--- src/rtl/utf8v_pkg.sv ---
// utf8v_pkg: shared types and constants for the UTF-8 stream validator.
// Used by utf8v_step and utf8_stream_validator; no dependencies.

package utf8v_pkg;

   // status codes carried on the result channel
   localparam logic [2:0] ST_OK         = 3'd0;
   localparam logic [2:0] ST_ACCEPTED   = 3'd1;
   localparam logic [2:0] ST_BAD_LEAD   = 3'd2;
   localparam logic [2:0] ST_UNFINISHED = 3'd3;
   localparam logic [2:0] ST_BAD_CONT   = 3'd4;
   localparam logic [2:0] ST_BAD_CP     = 3'd5;

   localparam int unsigned CP_WIDTH     = 21;
   localparam int unsigned ERR_OFF_WIDTH = 32;

   localparam logic [7:0] LEAD2_LO = 8'hC2;
   localparam logic [7:0] LEAD2_HI = 8'hDF;
   localparam logic [7:0] LEAD3_LO = 8'hE0;
   localparam logic [7:0] LEAD3_HI = 8'hEF;
   localparam logic [7:0] LEAD4_LO = 8'hF0;
   localparam logic [7:0] LEAD4_HI = 8'hF4;
   localparam logic [7:0] CONT_MASK = 8'hC0;
   localparam logic [7:0] CONT_TAG  = 8'h80;

   localparam logic [CP_WIDTH-1:0] CP_MAX      = 21'h10FFFF;
   localparam logic [CP_WIDTH-1:0] SURR_LO     = 21'h00D800;
   localparam logic [CP_WIDTH-1:0] SURR_HI     = 21'h00DFFF;
   localparam logic [CP_WIDTH-1:0] MIN_2BYTE   = 21'h000080;
   localparam logic [CP_WIDTH-1:0] MIN_3BYTE   = 21'h000800;
   localparam logic [CP_WIDTH-1:0] MIN_4BYTE   = 21'h010000;

   // sequence tracking state that does not depend on the offset width
   typedef struct packed {
      logic [1:0]          bytes_left;
      logic [1:0]          lead_class;
      logic [CP_WIDTH-1:0] code_accum;
      logic                cont_fault;
      logic [2:0]          sticky_status;
   } seq_state_type;

   localparam seq_state_type SEQ_STATE_RESET = '{
      bytes_left:    2'd0,
      lead_class:    2'd0,
      code_accum:    '0,
      cont_fault:    1'b0,
      sticky_status: ST_OK
   };

endpackage

--- src/rtl/utf8_stream_validator.sv ---
// utf8_stream_validator: strict UTF-8 checker, one byte in, one status out.
// Depends on utf8v_pkg, utf8v_step and utf8v_out_buf.
//
//  channel   | dir | tdata                        | tuser       | tlast
//  req_      | in  | [7:0] data_byte              | [0] first   | last_byte
//  rsp_      | out | [2:0] status, [34:3] offset  | -           | -
//
// One byte per cycle while the result buffer is not full. The byte lands in an input
// register; from there the combinational decoder update is written into the state
// registers and a two-entry result buffer, and rsp_tvalid comes from that buffer.
// req_tready depends only on registers; it drops when the result buffer is full
// and the input register holds a byte.
// Synchronous active-high reset clears the decoder state and both buffers.

module utf8_stream_validator #(
   parameter int unsigned OFFSET_WIDTH = 32
) (
   input  logic        clock,
   input  logic        reset,
   input  logic        req_tvalid,
   output logic        req_tready,
   input  logic [7:0]  req_tdata,   // [7:0] data_byte
   input  logic [0:0]  req_tuser,   // [0] first_byte
   input  logic        req_tlast,   // last_byte
   output logic        rsp_tvalid,
   input  logic        rsp_tready,
   output logic [39:0] rsp_tdata    // [2:0] status, [34:3] error_offset, [39:35] zero
);

   localparam int unsigned RSP_WIDTH = 40;

   logic        in_valid_ff, in_valid_in;
   logic [7:0]  in_byte_ff;
   logic        in_first_ff;
   logic        in_last_ff;
   logic        req_xfer;
   logic        advance;
   logic        buf_full;

   utf8v_pkg::seq_state_type state_ff, state_in;
   logic [OFFSET_WIDTH-1:0]  seq_start_ff, seq_start_in;
   logic [OFFSET_WIDTH-1:0]  byte_count_ff, byte_count_in;
   logic [OFFSET_WIDTH-1:0]  fault_pos_ff, fault_pos_in;

   logic [utf8v_pkg::ERR_OFF_WIDTH-1:0] fault_pos_sat;
   logic [utf8v_pkg::ERR_OFF_WIDTH-1:0] err_offset;
   logic [RSP_WIDTH-1:0]                rsp_word;

   assign req_xfer    = req_tvalid && req_tready;
   assign advance     = in_valid_ff && !buf_full;
   assign req_tready  = !in_valid_ff || !buf_full;
   assign in_valid_in = req_xfer || (in_valid_ff && !advance);

   always_ff @(posedge clock) begin
      if (reset) begin
         in_valid_ff <= 1'b0;
      end else begin
         in_valid_ff <= in_valid_in;
      end
   end

   always_ff @(posedge clock) begin
      if (req_xfer) begin
         in_byte_ff  <= req_tdata;
         in_first_ff <= req_tuser[0];
         in_last_ff  <= req_tlast;
      end
   end

   utf8v_step #(
      .OFFSET_WIDTH(OFFSET_WIDTH)
   ) u_step (
      .state               (state_ff),
      .seq_start           (seq_start_ff),
      .byte_count          (byte_count_ff),
      .fault_position      (fault_pos_ff),
      .data_byte           (in_byte_ff),
      .first_byte          (in_first_ff),
      .last_byte           (in_last_ff),
      .state_next          (state_in),
      .seq_start_next      (seq_start_in),
      .byte_count_next     (byte_count_in),
      .fault_position_next (fault_pos_in)
   );

   always_ff @(posedge clock) begin
      if (reset) begin
         state_ff      <= utf8v_pkg::SEQ_STATE_RESET;
         seq_start_ff  <= '0;
         byte_count_ff <= '0;
         fault_pos_ff  <= '0;
      end else if (advance) begin
         state_ff      <= state_in;
         seq_start_ff  <= seq_start_in;
         byte_count_ff <= byte_count_in;
         fault_pos_ff  <= fault_pos_in;
      end
   end

   // offsets that do not fit the 32-bit result field saturate
   generate
      if (OFFSET_WIDTH > utf8v_pkg::ERR_OFF_WIDTH) begin : g_sat
         assign fault_pos_sat = (|fault_pos_in[OFFSET_WIDTH-1:utf8v_pkg::ERR_OFF_WIDTH]) ?
                                {utf8v_pkg::ERR_OFF_WIDTH{1'b1}} :
                                fault_pos_in[utf8v_pkg::ERR_OFF_WIDTH-1:0];
      end else begin : g_ext
         assign fault_pos_sat = utf8v_pkg::ERR_OFF_WIDTH'(fault_pos_in);
      end
   endgenerate

   assign err_offset = (state_in.sticky_status >= utf8v_pkg::ST_BAD_LEAD) ?
                       fault_pos_sat : '0;
   assign rsp_word   = {5'd0, err_offset, state_in.sticky_status};

   utf8v_out_buf #(
      .DATA_WIDTH(RSP_WIDTH)
   ) u_out_buf (
      .clock     (clock),
      .reset     (reset),
      .push      (advance),
      .push_data (rsp_word),
      .full      (buf_full),
      .out_valid (rsp_tvalid),
      .out_ready (rsp_tready),
      .out_data  (rsp_tdata)
   );

endmodule

--- src/rtl/utf8v_step.sv ---
// utf8v_step: combinational per-byte update of the UTF-8 decoder state.
// Uses utf8v_pkg for state type, status codes and byte-class bounds.

module utf8v_step #(
   parameter int unsigned OFFSET_WIDTH = 32
) (
   input  utf8v_pkg::seq_state_type    state,
   input  logic [OFFSET_WIDTH-1:0]     seq_start,
   input  logic [OFFSET_WIDTH-1:0]     byte_count,
   input  logic [OFFSET_WIDTH-1:0]     fault_position,
   input  logic [7:0]                  data_byte,
   input  logic                        first_byte,
   input  logic                        last_byte,
   output utf8v_pkg::seq_state_type    state_next,
   output logic [OFFSET_WIDTH-1:0]     seq_start_next,
   output logic [OFFSET_WIDTH-1:0]     byte_count_next,
   output logic [OFFSET_WIDTH-1:0]     fault_position_next
);

   utf8v_pkg::seq_state_type cur;
   logic [OFFSET_WIDTH-1:0]  cur_start;
   logic [OFFSET_WIDTH-1:0]  cur_count;
   logic [OFFSET_WIDTH-1:0]  cur_fault;
   logic [utf8v_pkg::CP_WIDTH-1:0] cp_min;
   logic [utf8v_pkg::CP_WIDTH-1:0] acc_shift;
   logic                     cp_bad;

   // start mark clears everything before the byte is taken
   always_comb begin
      if (first_byte) begin
         cur       = utf8v_pkg::SEQ_STATE_RESET;
         cur_start = '0;
         cur_count = '0;
         cur_fault = '0;
      end else begin
         cur       = state;
         cur_start = seq_start;
         cur_count = byte_count;
         cur_fault = fault_position;
      end
   end

   assign acc_shift = {cur.code_accum[utf8v_pkg::CP_WIDTH-7:0], data_byte[5:0]};

   always_comb begin
      case (cur.lead_class)
         2'd1:    cp_min = utf8v_pkg::MIN_2BYTE;
         2'd2:    cp_min = utf8v_pkg::MIN_3BYTE;
         default: cp_min = utf8v_pkg::MIN_4BYTE;
      endcase
   end

   assign cp_bad = (acc_shift < cp_min) || (acc_shift > utf8v_pkg::CP_MAX) ||
                   ((acc_shift >= utf8v_pkg::SURR_LO) && (acc_shift <= utf8v_pkg::SURR_HI));

   always_comb begin
      state_next          = cur;
      seq_start_next      = cur_start;
      byte_count_next     = cur_count;
      fault_position_next = cur_fault;

      // after a verdict, bytes are ignored until the next start mark
      if (cur.sticky_status == utf8v_pkg::ST_OK) begin
         if (cur_count != {OFFSET_WIDTH{1'b1}}) begin
            byte_count_next = cur_count + 1'b1;
         end

         if (cur.bytes_left == 2'd0) begin
            seq_start_next       = cur_count;
            state_next.cont_fault = 1'b0;
            if (!data_byte[7]) begin
               // ASCII, nothing to open
            end else if (data_byte >= utf8v_pkg::LEAD2_LO &&
                         data_byte <= utf8v_pkg::LEAD2_HI) begin
               state_next.lead_class = 2'd1;
               state_next.bytes_left = 2'd1;
               state_next.code_accum = {16'd0, data_byte[4:0]};
            end else if (data_byte >= utf8v_pkg::LEAD3_LO &&
                         data_byte <= utf8v_pkg::LEAD3_HI) begin
               state_next.lead_class = 2'd2;
               state_next.bytes_left = 2'd2;
               state_next.code_accum = {17'd0, data_byte[3:0]};
            end else if (data_byte >= utf8v_pkg::LEAD4_LO &&
                         data_byte <= utf8v_pkg::LEAD4_HI) begin
               state_next.lead_class = 2'd3;
               state_next.bytes_left = 2'd3;
               state_next.code_accum = {18'd0, data_byte[2:0]};
            end else begin
               state_next.sticky_status = utf8v_pkg::ST_BAD_LEAD;
               fault_position_next      = cur_count;
            end
         end else begin
            if ((data_byte & utf8v_pkg::CONT_MASK) != utf8v_pkg::CONT_TAG) begin
               state_next.cont_fault = 1'b1;
            end
            state_next.code_accum = acc_shift;
            state_next.bytes_left = cur.bytes_left - 2'd1;
            // a bad continuation is reported only once its sequence is complete
            if (cur.bytes_left == 2'd1) begin
               if (state_next.cont_fault) begin
                  state_next.sticky_status = utf8v_pkg::ST_BAD_CONT;
                  fault_position_next      = cur_start;
               end else if (cp_bad) begin
                  state_next.sticky_status = utf8v_pkg::ST_BAD_CP;
                  fault_position_next      = cur_start;
               end
            end
         end

         if (last_byte && state_next.sticky_status == utf8v_pkg::ST_OK) begin
            if (state_next.bytes_left != 2'd0) begin
               state_next.sticky_status = utf8v_pkg::ST_UNFINISHED;
               fault_position_next      = seq_start_next;
            end else begin
               state_next.sticky_status = utf8v_pkg::ST_ACCEPTED;
            end
         end
      end
   end

endmodule

--- src/rtl/utf8v_out_buf.sv ---
// utf8v_out_buf: two-entry result buffer; its ready comes straight from a register.
// No package dependencies.

module utf8v_out_buf #(
   parameter int unsigned DATA_WIDTH = 40
) (
   input  logic                  clock,
   input  logic                  reset,
   input  logic                  push,
   input  logic [DATA_WIDTH-1:0] push_data,
   output logic                  full,
   output logic                  out_valid,
   input  logic                  out_ready,
   output logic [DATA_WIDTH-1:0] out_data
);

   logic [DATA_WIDTH-1:0] entry_ff [2];
   logic                  wr_ptr_ff, wr_ptr_in;
   logic                  rd_ptr_ff, rd_ptr_in;
   logic [1:0]            count_ff, count_in;
   logic                  pop;

   assign pop       = out_valid && out_ready;
   assign out_valid = count_ff != 2'd0;
   assign full      = count_ff == 2'd2;
   assign out_data  = entry_ff[rd_ptr_ff];

   always_comb begin
      wr_ptr_in = push ? ~wr_ptr_ff : wr_ptr_ff;
      rd_ptr_in = pop  ? ~rd_ptr_ff : rd_ptr_ff;
      count_in  = count_ff + {1'b0, push} - {1'b0, pop};
   end

   always_ff @(posedge clock) begin
      if (reset) begin
         wr_ptr_ff <= 1'b0;
         rd_ptr_ff <= 1'b0;
         count_ff  <= 2'd0;
      end else begin
         wr_ptr_ff <= wr_ptr_in;
         rd_ptr_ff <= rd_ptr_in;
         count_ff  <= count_in;
      end
   end

   always_ff @(posedge clock) begin
      if (push) begin
         entry_ff[wr_ptr_ff] <= push_data;
      end
   end

endmodule

--- config.mk ---
export PLATFORM = sky130hd
export DESIGN_NAME = utf8_stream_validator
export DESIGN_NICKNAME = d
export VERILOG_FILES = /design/src/rtl/utf8v_pkg.sv /design/src/rtl/utf8_stream_validator.sv /design/src/rtl/utf8v_step.sv /design/src/rtl/utf8v_out_buf.sv
export SDC_FILE = /design/constraint.sdc
export NUM_CORES = 1
export LEC_CHECK = 0
export BUFFER_PORTS_ARGS = -buffer_cell sky130_fd_sc_hd__buf_2
export CAP_MARGIN = 20
export CELL_PAD_IN_SITES_DETAIL_PLACEMENT = 0
export CELL_PAD_IN_SITES_GLOBAL_PLACEMENT = 1
export CORE_MARGIN = 3
export CORE_UTILIZATION = 42
export CTS_CLUSTER_DIAMETER = 100
export DETAILED_ROUTE_END_ITERATION = 8
export PLACE_DENSITY_LB_ADDON = 0.05
export SYNTH_ARGS = -nofsm -noshare
export SYNTH_HDL_FRONTEND = slang
export SYNTH_SLANG_ARGS = --single-unit
--- constraint.sdc ---
create_clock -name clock -period 8.4 [get_ports clock]
set_input_delay 1.26 -clock clock [delete_from_list [all_inputs] [get_ports clock]]
set_output_delay 1.26 -clock clock [all_outputs]
set_load 0.01 [all_outputs]
==> flow_summary_export.csv <==
group,metric,value,unit
global_route,track_usage,21.81,%
worst_setup_path,required,8.62,ns
timing,tightest_slew,1.020,ns
synth,syn-mean-instance-area,8.923,um^2
synth,ys_ff_latch,205,
synth,yosys.cell_types.count,73,
final_layout,fin_area,11440,um^2
route,first_pass_iters,5,
job,drv_cap,0,
final_layout,final_cell_mix,"202 x nand2_1, 147 x nor2_1, 125 x dfxtp_1",
final_layout,area_growth,12.41,%
synth,ys_warn_count,0,
final_layout,drive_gt1_share,13.82,%
timing,hold_viol,0,
route,drtAntennaViolNets,0,
floorplan,rows,56,
clocking,cts_made_buffers,23,
final_layout,final_nets,1177,
worst_setup_path,cp_slowest_cell,"o41ai_4",
worst_setup_path,startpoint_type,"register",
floorplan,start_util,43.12,%
placed_design,place_congestion,0.8208,
floorplan,die_h,161.7,um
worst_setup_path,crit_type,"reg -> reg",
worst_setup_path,r2r_slack,4.43,ns
route,drcViolationCount,0,
synth,syn_area,10180,um^2
route,vias_per_cell,5.541,
placed_design,dp_hpwl,18.72,mm
floorplan,coreArea,23610,um^2
worst_setup_path,cp_cell_sequence,"buf_4 -> nor2b_1 -> inv_1 -> ha_1 -> inv_1 -> ha_1 -> nand2b_1 -> o22a_1 -> a211o_1 -> and3_1 -> o41ai_4 -> buf_4 -> nor3_1",
worst_setup_path,cpPeakStageDelay,0.68,ns
global_route,grt_max_degree,67,
clocking,clock-sinks,205,
clocking,insertion_delay,0.51,ns
route,wl_per_cell,19.29,um
timing,timing.hold.ws,0.4602,ns
synth,synth_flop_cell,"dfxtp_1",
timing,fmax,0.2520,GHz
worst_setup_path,crit_family,"compound AO/OA/AOI/OAI gates",
clocking,clkTransAtPathRegs,0.06,ns
outcome,status,"complete, no violations",
worst_setup_path,path_buf_inv,4,
timing,skew,0.009761,ns
clocking,htreeDepth,1,
clocking,cts_setup_buffers,0,
global_route,grt_antenna_before_repair,0,
timing,period_needed,3.968,ns
clocking,cts_hold_buf,0,
synth,seq_area_frac_synth,48.18,%
clocking,cts_root_buffer,"clkbuf_16",
final_layout,antenna_cells,0,
worst_setup_path,critPathMaxFanout,64,
final_layout,n_fill_cell,2288,
worst_setup_path,endpoint_kind,"register",
placed_design,placed_cells,1450,
synth,synth_cells,1141,
clocking,tritoncts,"done",
route,drt_iter0_drc,789,
synth,synth_edf_count,80,
worst_setup_path,arrival,4.19,ns
hold_path,hold_path.class,"reg -> reg",
floorplan,die_w,161.7,um
route,via_count,8261,
floorplan,ios,56,
final_layout,instances_no_fill,1491,
global_route,grt_pass1_vias,7793,
global_route,grt_overflow,0,
timing,setup_tns,0,ns
timing,setup_viol,0,
pwr,power_density,221.2,nW/um^2
route,route.final.wire_length,28.77,mm
timing,max_slew_margin,31.81,%
placed_design,placed_cell_area,10660,um^2
timing,timing.final.crit_share,47.24,%
pwr,vdd_drop_max,0.1390,mV
floorplan,die_area,26150,um^2
clocking,cts_resized,0,
final_layout,final_common_cell,"nand2_1",
synth,synthArstFlopShare,0,%
pwr,p_leak,3.893,nW
timing,rsz0062_at_grt,"no",
global_route,grt_pass1_wl,45.68,mm
timing,drv_slew,0,
clocking,cts_max_path_buffers,3,
placed_design,io_buffers,50,
[sequential cells by signal, summed over array words and instances, names as in the netlist, named ones only]
register             count
byte_count_ff           32
fault_pos_ff            32
in_byte_ff               8
in_first_ff              1
in_last_ff               1
in_valid_ff              1
seq_start_ff            32
state_ff                23
u_out_buf.count_ff       2
u_out_buf.entry_ff      70
u_out_buf.rd_ptr_ff      1
u_out_buf.wr_ptr_ff      1
[Yosys cell counts (4+ instances only)]
cell	n	share of area, %
a21oi_1	93	4.6
a221o_1	5	0.49
a221oi_1	5	0.43
a22o_1	21	1.8
a22oi_1	16	1.2
a2bb2oi_1	11	0.95
a31oi_1	14	0.86
and2_1	8	0.49
and3_1	7	0.43
buf_1	8	0.29
buf_2	16	0.79
buf_4	7	0.52
clkbuf_1	47	1.7
dfxtp_1	125	25
edfxtp_1	80	24
ha_1	7	0.86
inv_1	19	0.70
mux2_2	35	3.9
mux2i_1	9	0.88
nand2_1	202	7.4
nand2b_1	12	0.74
nand3_1	22	1.1
nand4_1	10	0.61
nor2_1	148	5.5
nor2b_1	13	0.80
nor3_1	26	1.3
nor4_1	12	0.74
o211a_1	6	0.59
o211ai_1	6	0.44
o21ai_0	38	1.9
o2bb2ai_1	22	1.9
o31ai_1	4	0.29
or3_1	6	0.37
xnor2_1	12	1.0
xor2_1	12	1.0
[area by class of cell]
cell class / instances / area (um^2) / area share, %
clock buffer: 27 / 620.6 / 5.423
clock inverter: 14 / 161.4 / 1.410
inverter: 20 / 75.07 / 0.6560
multi-input combinational: 840 / 4883 / 42.67
sequential: 205 / 4905 / 42.86
tap: 319 / 399.1 / 3.487
timing repair buffer: 66 / 400.4 / 3.498
[metal layers]
| layer | part of all wire (%) | routed length, um | global-route usage, % | vias up |
|---|---|---|---|---|
| met5 | 0 | 0 | 0 | - |
| met4 | 1.5 | 444 | 4.575 | 0 |
| met3 | 5.9 | 1683 | 3.162 | 33 |
| met2 | 42 | 11990 | 32.12 | 227 |
| met1 | 51 | 14650 | 34.05 | 3892 |
| li1 | - | - | - | 4109 |
[worst register-to-register path, stage by stage, from the launching register on]
cell and delay [ns]:
edfxtp_1 0.32, buf_4 0.57, nor2b_1 0.17, inv_1 0.09, ha_1 0.14, inv_1 0.04, ha_1 0.28, nand2b_1 0.06
o22a_1 0.21, a211o_1 0.35, and3_1 0.22, o41ai_4 0.68, buf_4 0.43, nor3_1 0.13
[path summary, 6_finish.rpt]
| path | from | endpoint | depth (start not counted) |
|---|---|---|---|
| min | fault_pos_ff[20] | fault_pos_ff[20] | 1 |
| min reg2reg | fault_pos_ff[20] | fault_pos_ff[20] | 1 |
| max | in_first_ff | u_out_buf.entry_ff[1][11] | 13 |
| max reg2reg | in_first_ff | u_out_buf.entry_ff[1][11] | 13 |
[logic make-up (layout without fill, tap and decap cells)]
logic type | after synthesis | after routing | synth area share (%)
adder cells (fa/ha/maj) | 7 | 7 | 0.8602
other | 1 | 5 | 0.03683
XOR/XNOR | 24 | 24 | 2.065
multiplexers | 44 | 44 | 4.756
AND/OR/NAND/NOR | 481 | 481 | 21.00
buffers and inverters | 100 | 127 | 4.289
flip-flops | 205 | 205 | 48.17
AO/OA/AOI/OAI | 279 | 279 | 18.82
[per-stage QoR]
step                      setup slack (ns)  power [mW]  util (%)
after floorplan                      4.540       1.376         -
after global placement               4.328       1.518     44.98
after detailed placement             4.389       1.524     45.16
after CTS                            4.375       2.557     48.47
after global routing                 4.177       2.638     48.47
final                                4.432       2.532     48.47
[where the power goes]
part	switching [mW]	internal, mW	leakage (nW)	total [mW]
clock network	0.411	0.622	0.375	1.03
logic	0.262	0.141	1.75	0.404
registers	0.0205	1.07	1.76	1.09
Note: power is estimated with default switching activity, not from simulation.
